File: src/rtl/core/ips_pkg.sv
`default_nettype none
package ips_pkg;

    localparam int WORD_W     = 32;
    localparam int LONG_POS   = 31;
    localparam int PARITY_POS = 24;

    // word count of one output group, 1..3
    typedef logic [1:0] grp_cnt_t;

    localparam grp_cnt_t CNT_NONE  = 2'd0;
    localparam grp_cnt_t CNT_ONE   = 2'd1;
    localparam grp_cnt_t CNT_TWO   = 2'd2;
    localparam grp_cnt_t CNT_THREE = 2'd3;

    typedef struct packed {
        logic [WORD_W-1:0] word0;
        logic [WORD_W-1:0] word1;
        logic [WORD_W-1:0] word2;
        grp_cnt_t          cnt;
    } grp_t;

    typedef struct packed {
        logic full;
        logic empty;
    } q_status_t;

    function automatic logic [WORD_W-1:0] stamp(input logic [WORD_W-1:0] w,
                                                 input logic par);
        logic [WORD_W-1:0] r;
        r = w;
        r[PARITY_POS] = ~par;
        return r;
    endfunction

endpackage
`default_nettype wire

File: src/rtl/core/ips_front.sv
`default_nettype none
module ips_front (
    input  wire logic                      clk,
    input  wire logic                      rst_n,
    input  wire logic [31:0]               word_in,
    input  wire logic                      region_first,
    input  wire logic                      region_last,
    input  wire logic                      in_valid,
    output logic                           in_stall,
    input  wire ips_pkg::q_status_t        q_status,
    output logic                           push,
    output ips_pkg::grp_t                  push_grp
);
    import ips_pkg::*;

    typedef enum logic [2:0] {
        PH_FIRST = 3'b001,
        PH_EXT1  = 3'b010,
        PH_EXT2  = 3'b100
    } phase_t;

    phase_t            phase_reg, phase_next;
    logic [WORD_W-1:0] held_first_reg, held_first_next;
    logic [WORD_W-1:0] held_ext_reg, held_ext_next;
    logic              parity_acc_reg, parity_acc_next;

    logic              accept;
    logic              par_first;
    logic              par_word;
    logic              is_long;
    logic [WORD_W-1:0] o0;
    logic              o0_valid;
    grp_cnt_t          pre_cnt;
    grp_t              grp;

    assign in_stall = q_status.full;
    assign accept   = in_valid && !in_stall;
    assign is_long  = word_in[LONG_POS];
    assign par_word = ^word_in;

    always_comb
    begin
        logic [WORD_W-1:0] masked;
        masked = word_in;
        masked[PARITY_POS] = 1'b0;
        par_first = ^masked;
    end

    // word produced when the current word is taken as a first word
    assign o0       = is_long ? word_in : stamp(word_in, par_first);
    assign o0_valid = !is_long || region_last;

    always_comb
    begin
        phase_next      = phase_reg;
        held_first_next = held_first_reg;
        held_ext_next   = held_ext_reg;
        parity_acc_next = parity_acc_reg;
        grp.word0       = held_first_reg;
        grp.word1       = held_ext_reg;
        grp.word2       = word_in;
        grp.cnt         = CNT_NONE;
        pre_cnt         = CNT_NONE;

        if (region_first || phase_reg == PH_FIRST ||
            (phase_reg != PH_EXT1 && phase_reg != PH_EXT2))
        begin
            // restart flushes held words unchanged
            if (region_first && phase_reg == PH_EXT1)
            begin
                pre_cnt = CNT_ONE;
            end
            else if (region_first && phase_reg == PH_EXT2)
            begin
                pre_cnt = CNT_TWO;
            end
            unique case (pre_cnt)
                CNT_NONE:  grp.word0 = o0;
                CNT_ONE:   grp.word1 = o0;
                default:   grp.word2 = o0;
            endcase
            grp.cnt = grp_cnt_t'(pre_cnt + grp_cnt_t'(o0_valid));
            if (o0_valid)
            begin
                phase_next = PH_FIRST;
            end
            else
            begin
                held_first_next = word_in;
                parity_acc_next = par_first;
                phase_next      = PH_EXT1;
            end
        end
        else if (phase_reg == PH_EXT1)
        begin
            held_ext_next   = word_in;
            parity_acc_next = parity_acc_reg ^ par_word;
            grp.word1       = word_in;
            if (region_last)
            begin
                grp.cnt    = CNT_TWO;
                phase_next = PH_FIRST;
            end
            else
            begin
                phase_next = PH_EXT2;
            end
        end
        else
        begin
            grp.word0  = stamp(held_first_reg, parity_acc_reg ^ par_word);
            grp.cnt    = CNT_THREE;
            phase_next = PH_FIRST;
        end
    end

    assign push     = accept && (grp.cnt != CNT_NONE);
    assign push_grp = grp;

    always_ff @(posedge clk or negedge rst_n)
    begin
        if (!rst_n)
        begin
            phase_reg      <= PH_FIRST;
            held_first_reg <= '0;
            held_ext_reg   <= '0;
            parity_acc_reg <= 1'b0;
        end
        else if (accept)
        begin
            phase_reg      <= phase_next;
            held_first_reg <= held_first_next;
            held_ext_reg   <= held_ext_next;
            parity_acc_reg <= parity_acc_next;
        end
    end

endmodule
`default_nettype wire

File: src/rtl/core/ips_queue.sv
`default_nettype none
module ips_queue #(
    parameter int DEPTH = 4
) (
    input  wire logic               clk,
    input  wire logic               rst_n,
    input  wire logic               push,
    input  wire ips_pkg::grp_t      push_grp,
    input  wire logic               pop,
    output ips_pkg::grp_t           head,
    output ips_pkg::q_status_t      status
);
    import ips_pkg::*;

    localparam int PTR_W = (DEPTH > 1) ? $clog2(DEPTH) : 1;
    localparam int CNT_W = $clog2(DEPTH + 1);
    localparam logic [PTR_W-1:0] LAST_PTR = PTR_W'(DEPTH - 1);
    localparam logic [CNT_W-1:0] FULL_CNT = CNT_W'(DEPTH);

    grp_t             slots_reg [DEPTH];
    logic [PTR_W-1:0] wr_ptr_reg, wr_ptr_next;
    logic [PTR_W-1:0] rd_ptr_reg, rd_ptr_next;
    logic [CNT_W-1:0] count_reg, count_next;
    logic             do_push;
    logic             do_pop;

    assign status.full  = (count_reg == FULL_CNT);
    assign status.empty = (count_reg == '0);
    assign do_push      = push && !status.full;
    assign do_pop       = pop && !status.empty;
    assign head         = slots_reg[rd_ptr_reg];

    always_comb
    begin
        wr_ptr_next = wr_ptr_reg;
        rd_ptr_next = rd_ptr_reg;
        count_next  = count_reg;
        if (do_push)
        begin
            wr_ptr_next = (wr_ptr_reg == LAST_PTR) ? '0 : PTR_W'(wr_ptr_reg + 1'b1);
        end
        if (do_pop)
        begin
            rd_ptr_next = (rd_ptr_reg == LAST_PTR) ? '0 : PTR_W'(rd_ptr_reg + 1'b1);
        end
        if (do_push && !do_pop)
        begin
            count_next = CNT_W'(count_reg + 1'b1);
        end
        else if (do_pop && !do_push)
        begin
            count_next = CNT_W'(count_reg - 1'b1);
        end
    end

    always_ff @(posedge clk or negedge rst_n)
    begin
        if (!rst_n)
        begin
            wr_ptr_reg <= '0;
            rd_ptr_reg <= '0;
            count_reg  <= '0;
        end
        else
        begin
            wr_ptr_reg <= wr_ptr_next;
            rd_ptr_reg <= rd_ptr_next;
            count_reg  <= count_next;
        end
    end

    always_ff @(posedge clk)
    begin
        if (do_push)
        begin
            slots_reg[wr_ptr_reg] <= push_grp;
        end
    end

endmodule
`default_nettype wire

File: src/rtl/core/ips_back.sv
`default_nettype none
module ips_back (
    input  wire logic                 clk,
    input  wire logic                 rst_n,
    input  wire ips_pkg::grp_t        head,
    input  wire ips_pkg::q_status_t   q_status,
    output logic                      pop,
    output logic [31:0]               word_out,
    output logic                      out_last,
    output logic                      out_valid,
    input  wire logic                 out_stall
);
    import ips_pkg::*;

    grp_cnt_t idx_reg, idx_next;
    logic     take;

    assign out_valid = !q_status.empty;
    assign take      = out_valid && !out_stall;
    assign out_last  = (idx_reg == grp_cnt_t'(head.cnt - CNT_ONE));
    assign pop       = take && out_last;

    always_comb
    begin
        unique case (idx_reg)
            CNT_NONE: word_out = head.word0;
            CNT_ONE:  word_out = head.word1;
            default:  word_out = head.word2;
        endcase
    end

    always_comb
    begin
        idx_next = idx_reg;
        if (take)
        begin
            idx_next = out_last ? CNT_NONE : grp_cnt_t'(idx_reg + CNT_ONE);
        end
    end

    always_ff @(posedge clk or negedge rst_n)
    begin
        if (!rst_n)
        begin
            idx_reg <= CNT_NONE;
        end
        else
        begin
            idx_reg <= idx_next;
        end
    end

endmodule
`default_nettype wire

File: src/rtl/core/instruction_parity_stamper.sv
// Instruction parity stamper. Takes one 32-bit word per cycle unless stalled and
// returns the same words in order, with bit 24 of each instruction's first word set
// to odd parity over the instruction (one word when bit 31 is clear, three words
// when set, bit 24 counted as zero). A three-word first word is held until its
// extensions arrive, so those words leave together. A region that ends or restarts
// inside an instruction releases the held words unchanged. The front end classifies
// and stamps combinationally and writes whole word groups into a QUEUE_DEPTH-entry
// queue; the back end drains one word per cycle unless out_stall is high, so
// sustained throughput is one word per cycle in and out while neither side stalls.
// A single input that flushes a partial instruction ahead of itself yields up to
// three output words. Input stalls only when the queue is full.
`default_nettype none
module instruction_parity_stamper #(
    parameter int QUEUE_DEPTH = 4
) (
    input  wire logic        clk,
    input  wire logic        rst_n,
    input  wire logic [31:0] word_in,
    input  wire logic        region_first,
    input  wire logic        region_last,
    input  wire logic        in_valid,
    output logic             in_stall,
    output logic [31:0]      word_out,
    output logic             out_last,
    output logic             out_valid,
    input  wire logic        out_stall
);
    import ips_pkg::*;

    q_status_t q_status;
    grp_t      push_grp;
    grp_t      head;
    logic      push;
    logic      pop;

    ips_front u_front (
        .clk          (clk),
        .rst_n        (rst_n),
        .word_in      (word_in),
        .region_first (region_first),
        .region_last  (region_last),
        .in_valid     (in_valid),
        .in_stall     (in_stall),
        .q_status     (q_status),
        .push         (push),
        .push_grp     (push_grp)
    );

    ips_queue #(
        .DEPTH (QUEUE_DEPTH)
    ) u_queue (
        .clk      (clk),
        .rst_n    (rst_n),
        .push     (push),
        .push_grp (push_grp),
        .pop      (pop),
        .head     (head),
        .status   (q_status)
    );

    ips_back u_back (
        .clk       (clk),
        .rst_n     (rst_n),
        .head      (head),
        .q_status  (q_status),
        .pop       (pop),
        .word_out  (word_out),
        .out_last  (out_last),
        .out_valid (out_valid),
        .out_stall (out_stall)
    );

endmodule
`default_nettype wire

File: config.mk
export PLATFORM = sky130hd
export DESIGN_NAME = instruction_parity_stamper
export DESIGN_NICKNAME = d
export VERILOG_FILES = /design/src/rtl/core/ips_pkg.sv /design/src/rtl/core/ips_front.sv /design/src/rtl/core/ips_queue.sv /design/src/rtl/core/ips_back.sv /design/src/rtl/core/instruction_parity_stamper.sv
export SDC_FILE = /design/constraint.sdc
export NUM_CORES = 1
export LEC_CHECK = 0
export BUFFER_PORTS_ARGS = -buffer_cell sky130_fd_sc_hd__buf_2
export CAP_MARGIN = 40
export CORE_MARGIN = 1
export CORE_UTILIZATION = 65
export CTS_BUF_LIST = sky130_fd_sc_hd__clkbuf_4 sky130_fd_sc_hd__clkbuf_8
export CTS_CLUSTER_SIZE = 25
export DETAILED_ROUTE_END_ITERATION = 8
export PLACE_DENSITY = 0.83
export SYNTH_ARGS = -nofsm -noshare
export SYNTH_HDL_FRONTEND = slang
export SYNTH_SLANG_ARGS = --single-unit
File: constraint.sdc
create_clock -name clk -period 6.1 [get_ports clk]
set_input_delay 0.305 -clock clk [delete_from_list [all_inputs] [get_ports clk]]
set_output_delay 0.305 -clock clk [all_outputs]
set_load 0.01 [all_outputs]
Word level (Yosys, flattened, before mapping)
Memories as Yosys holds them, arrays and structs flattened.
Cells that the tools add are included.

word-level totals
  register bits = 77
  bits in latches = 0
  RAM bits = 392
  memory bits (read-only) = 0
  bits of input ports = 38
  word-level logic and storage cells = 94
  memories = 1

cells by class
  add/subtract/negate cells = 7
  $mul = 0
  div/mod/pow operators = 0
  order comparisons = 0
  equality and inequality tests = 12
  shifts and indexed selects = 0
  mux-type cells = 29
  bitwise logic cells = 5
  reductions and logical operators = 32

memory list
  memory             words  bits a word  read ports  clocked after memory_dff  write ports  line             RTL
  u_queue.slots_reg  4      98           1           0                         1            ips_queue.sv:20  grp_t slots_reg [DEPTH];

operator list
  operator                                        number
  2-to-1 mux 32 bit                               6
  2-to-1 mux 64 bit                               1
  case mux 32 bit (2 select lines)                1
  XOR reduction 32 bit                            2
  2-to-1 mux 25 bit                               1
  2-to-1 mux 2 bit                                10
  2-to-1 mux 3 bit                                5
  logical AND 1 bit                               11
  adder 2 x 1 -> 2 bit (second input constant)    3
  == test 3 bit (second input constant)           2
  logical NOT 1 bit                               6
  AND reduction 3 bit                             2
  nonzero test 2 bit                              3
  2-to-1 mux 1 bit                                5
  == test 2 x 1 -> 1 bit (second input constant)  2
  == test 2 bit (second input constant)           2
  logical NOT 2 bit                               2
  NOT 1 bit                                       4
  adder 3 x 1 -> 3 bit (second input constant)    1
  == test 3 x 1 -> 1 bit (second input constant)  1
  == test 3 x 2 -> 1 bit (second input constant)  1
  logical NOT 3 bit                               1
  logical OR 1 bit                                3
  != test 3 x 2 -> 1 bit (second input constant)  1
  9 further kinds                                 9

Logic depth before layout (Yosys ltp)
  word-level depth = 14
  depth in mapped cells = 12

By module
From an unflattened synthesis, not the netlist that was laid out.

unflattened totals
  cell total of the unflattened synthesis = 1069
  area, all modules = 19468.7 um^2

by module, submodules not included
  module     instances  cells an instance  area each (um^2)
  ips_queue  1          549                14704.1
  ips_front  1          389                4033.9
  ips_back   1          131                730.7

Least setup slack after synthesis
No wires, ideal clock.

  path kind = register to register
  start point = register u_front.phase_reg[0]
  end point = memory u_queue.slots_reg[0][0] (netlist name) (enable)
  library setup time = 0.468 ns
  arrival = 3.687 ns
  data required time = 5.632 ns
  slack = 1.945 ns
  cell stages (with the launch flop) = 7
  period minus slack after synthesis = 4.155 ns
  cell sequence = dfstp_2 -> clkbuf_1 -> nor2_1 -> mux2i_1 -> o22ai_1 -> a21oi_1 -> and2_1

on the way
  word-level cells in the longest chain between the ends = 12

ends and longest elaborated chain
  item                                        line              RTL
  start: declaration                          ips_front.sv:22   phase_t phase_reg, phase_next;
  start signal: assignment                    ips_front.sv:131  phase_reg <= phase_next;
  == test 3 bit                               ips_front.sv:73   else if (region_first && phase_reg == PH_EXT2)
  logical AND 1 bit                           ips_front.sv:73
  2-to-1 mux 2 bit                            ips_front.sv:73
  2-to-1 mux 2 bit                            ips_front.sv:69   if (region_first && phase_reg == PH_EXT1)
  2-to-1 mux 2 bit                            ips_front.sv:65   if (region_first || phase_reg == PH_FIRST ||
  adder 2 x 1 -> 2 bit                        ips_front.sv:82   grp.cnt = grp_cnt_t'(pre_cnt + grp_cnt_t'(o0_valid));
  2-to-1 mux 2 bit (*)                        ips_front.sv:65
  nonzero test 2 bit (*)                      ips_front.sv:117  assign push = accept && (grp.cnt != CNT_NONE);
  logical AND 1 bit (*)                       ips_front.sv:117
  logical AND 1 bit (*)                       ips_queue.sv:29   assign do_push = push && !status.full;
  via u_queue.do_push                         ips_queue.sv:24   logic do_push;
  2-to-1 mux 1 bit (*)                        ips_queue.sv:74   if (do_push)
  2-to-1 mux 1 bit (not written as such) (*)  ips_queue.sv:76   slots_reg[wr_ptr_reg] <= push_grp;
  end: declaration                            ips_queue.sv:20

Mark *: on every way through the listed nets, which the timed path passes. The rest lies on a longest branch. The select of a mux whose other input is x is not followed.

Worst setup path in the final report
  start point = register u_front.phase_reg[0]
  end point = memory u_queue.slots_reg[2][30] (netlist name) (enable)

The elaborated chain is that of the path after synthesis.

==> impl_metrics.env <==
export IMPL_via_per_inst=6.17
export IMPL_final_area_mm2=0.0215
export IMPL_synthArstFlopShare_pct=16.4
export IMPL_swShare_pct=30.8
export IMPL_grt_pass1_vias=10117
export IMPL_area_growth_pct=13.5
export IMPL_die_h_um=173
export IMPL_cp_required_ns=6.29
export IMPL_r2r_cells=6
export IMPL_synth_simple_area_share_pct=2.56
export IMPL_htree_levels=3
export IMPL_status="finished clean"
export IMPL_synth_seq_cells=469
export IMPL_powerDensity_mw_per_mm2=482
export IMPL_power_switching_mw=3.20
export IMPL_combPwrFrac_pct=30.9
export IMPL_skew_ns=0.0361
export IMPL_critPathMaxFanout=51
export IMPL_clkPwrFrac_pct=24.6
export IMPL_final_util_pct=75.0
export IMPL_dpl_hpwl_um=20700
export IMPL_vias=9523
export IMPL_layout_nets=1150
export IMPL_largest_reg_flops=392
export IMPL_first_iter_violations=777
export IMPL_holdWs_ns=0.0266
export IMPL_synth_adder_area_share_pct=0.633
export IMPL_peakVddDrop_v=0.000319
export IMPL_synth_compound_area_share_pct=2.01
export IMPL_die_w_um=173
export IMPL_netlist_area_mm2=0.0190
export IMPL_max_slew_margin_pct=47.6
export IMPL_synth_cell_types=39
export IMPL_yosysWarnings=0
export IMPL_core_area_mm2=0.0287
export IMPL_ys_top_cells_by_count="392 x edfxtp_1, 127 x mux2_2, 98 x mux4_2"
export IMPL_whs_path_depth=1
export IMPL_placed_cell_area_mm2=0.0199
export IMPL_worstPathArrival_ns=3.61
export IMPL_wl_per_cell_um=24.0
export IMPL_synth_top_family_by_area="multiplexers"
export IMPL_p_seq_share_pct=44.5
export IMPL_synthTopCellsByArea="edfxtp_1 62%, mux4_2 12%, dfrtp_1 10%, mux2_2 7.5%, nand2_1 1.5%"
export IMPL_port_buffers=72
export IMPL_cts_max_path_buffers=3
export IMPL_antenna_left=0
export IMPL_synth_top_cell_by_area="edfxtp_1"
export IMPL_cellInternalPower_mw=7.19
export IMPL_initial_core_util_pct=66.1
export IMPL_fmax_ghz=0.292
export IMPL_clkTransAtPathRegs_ns=0.06
export IMPL_syn_avg_cell_area_um2=19.6
export IMPL_clkSinkCount=469
export IMPL_clock_latency_ns=0.59
export IMPL_rsz0062_at_grt="no"
export IMPL_antenna_found_initial=2
export IMPL_fin_crit_sh_pct=56.0
export IMPL_cts_made_buffers=72
export IMPL_final_cells=1543
export IMPL_end_kind="flip-flop"
export IMPL_ys_seq_area_share_pct=72.2
export IMPL_syn_inst=968
export IMPL_hold_viol_final=0
export IMPL_cts_resized=0
export IMPL_drtPass1Iterations=5
export IMPL_drive_gt1_share_pct=39.2
export IMPL_tritoncts="yes"
export IMPL_grt_pass1_wl_um=57200
export IMPL_path_class="reg -> reg"
export IMPL_synth_xor_area_share_pct=1.86
export IMPL_tightest_slew_ns=0.786
export IMPL_critPathLaunchType="flip-flop"
export IMPL_cap_viol_max_count=0
export IMPL_grt_usage_pct=25.8
export IMPL_synth_top_cell_area_share_pct=62.0
export IMPL_yosysMostFrequentCell="edfxtp_1"
export IMPL_synth_edff_count=392
export IMPL_grt_overflow=0
export IMPL_dieArea_mm2=0.0299
export IMPL_row_count=62
export IMPL_synth_mux_area_share_pct=19.5
export IMPL_setup_viol=0
export IMPL_placed_cells=1394
export IMPL_ctsRootBufferMaster="clkbuf_8"
export IMPL_grt_max_degree=53
export IMPL_setup_tns_ns=0
export IMPL_hold_class="in -> reg"
export IMPL_syn_nets=1015
export IMPL_ys_flop_type="edfxtp_1"
export IMPL_wirelength_um=37100
export IMPL_io_pins=73
export IMPL_place_gp_congestion=0.786
export IMPL_drc=0
export IMPL_drv_slew=0
export IMPL_min_period_ns=3.42
export IMPL_cellLeakagePower_nw=7.71
[critical path: stages (launching register included)]
cell	delay, ns
dfstp_2	0.63
nor2_1	0.10
mux2i_1	0.16
o22ai_1	0.11
a21oi_1	0.50
and2_4	0.76
buf_4	0.73
[routing by layer]
layer	vias up	global-route usage [%]	wire length (µm)
li1	4127	-	-
met1	4918	34.0	14400
met2	391	43.6	19100
met3	87	4.00	2380
met4	0	11.2	1160
met5	-	0	0
[cell type report]
class	count	area, µm²
Sequential cell	469	13700
Fill cell	1584	7160
Multi-Input combinational cell	441	5080
Clock buffer	106	1260
Timing Repair Buffer	111	808
Tap cell	384	480
Clock inverter	22	168
Inverter	8	30.0
Antenna cell	2	5.00
[cells by family after synthesis]
kind of cell / count (synthesis)
adders and majority gates: 9
and+or+nand+nor: 113
xor gates and xnor gates: 33
buffers and inverters: 58
AOI/OAI and AO/OA: 56
DFF: 469
muxes: 230
[cells in the final DEF, fill, tap and decap left out, drive strengths merged, types with 3 or more instances in the layout]
cell	n
dfrtp	76
mux4	98
edfxtp	392
mux2	130
xnor2	25
inv	11
nor2	11
dlygate4sd3	19
a21oi	7
clkinv	16
a22oi	33
xnor3	4
nand2	78
clkbuf	106
nand2b	3
nor2b	5
ha	8
a21o	3
and2	5
o21ai	8
buf	92
xor2	4
[path summary, 6_finish.rpt]
kind	start	endpoint	slack [ns]
max in group asynchronous	rst_n	u_front.held_ext_reg[4]$_DFFE_PN0P_	4.70
max reg2reg	u_front.phase_reg[0]$_DFFE_PN1N_	u_queue.slots_reg[2][30]$_DFFE_PP_	2.68
min reg2reg	u_front.held_first_reg[31]$_DFFE_PN0P_	u_front.held_first_reg[31]$_DFFE_PN0P_	0.47
max	u_front.phase_reg[0]$_DFFE_PN1N_	u_queue.slots_reg[2][30]$_DFFE_PP_	2.68
min	word_in[22]	u_queue.slots_reg[3][24]$_DFFE_PP_	0.03
min in group asynchronous	rst_n	u_front.held_first_reg[15]$_DFFE_PN0P_	0.22
[power groups by stage]
stage                     clock network [mW]  registers (mW)  logic [mW]
after global routing                    2.73            4.69        3.45
after detailed placement                   0            4.69        3.22
final                                   2.55            4.63        3.21
after floorplan                            0            4.56        2.29
after CTS                               2.59            4.63        3.25
after global placement                     0            4.64        3.07
[repair_timing]
item | CTS | global route
setup buffers | 0 | 0
hold buffers | 19 | 0
hold endpoints to repair | 83 | 0
[metrics by stage]
step           total power [mW]  worst slack (ns)
3_5_place_dp               7.91              2.71
4_1_cts                    10.5              2.65
2_1_floorplan              6.85              1.95
6_report                   10.4              2.68
3_3_place_gp               7.71              2.77
5_1_grt                    10.9              2.42
Power figures use the tool's default switching activity.
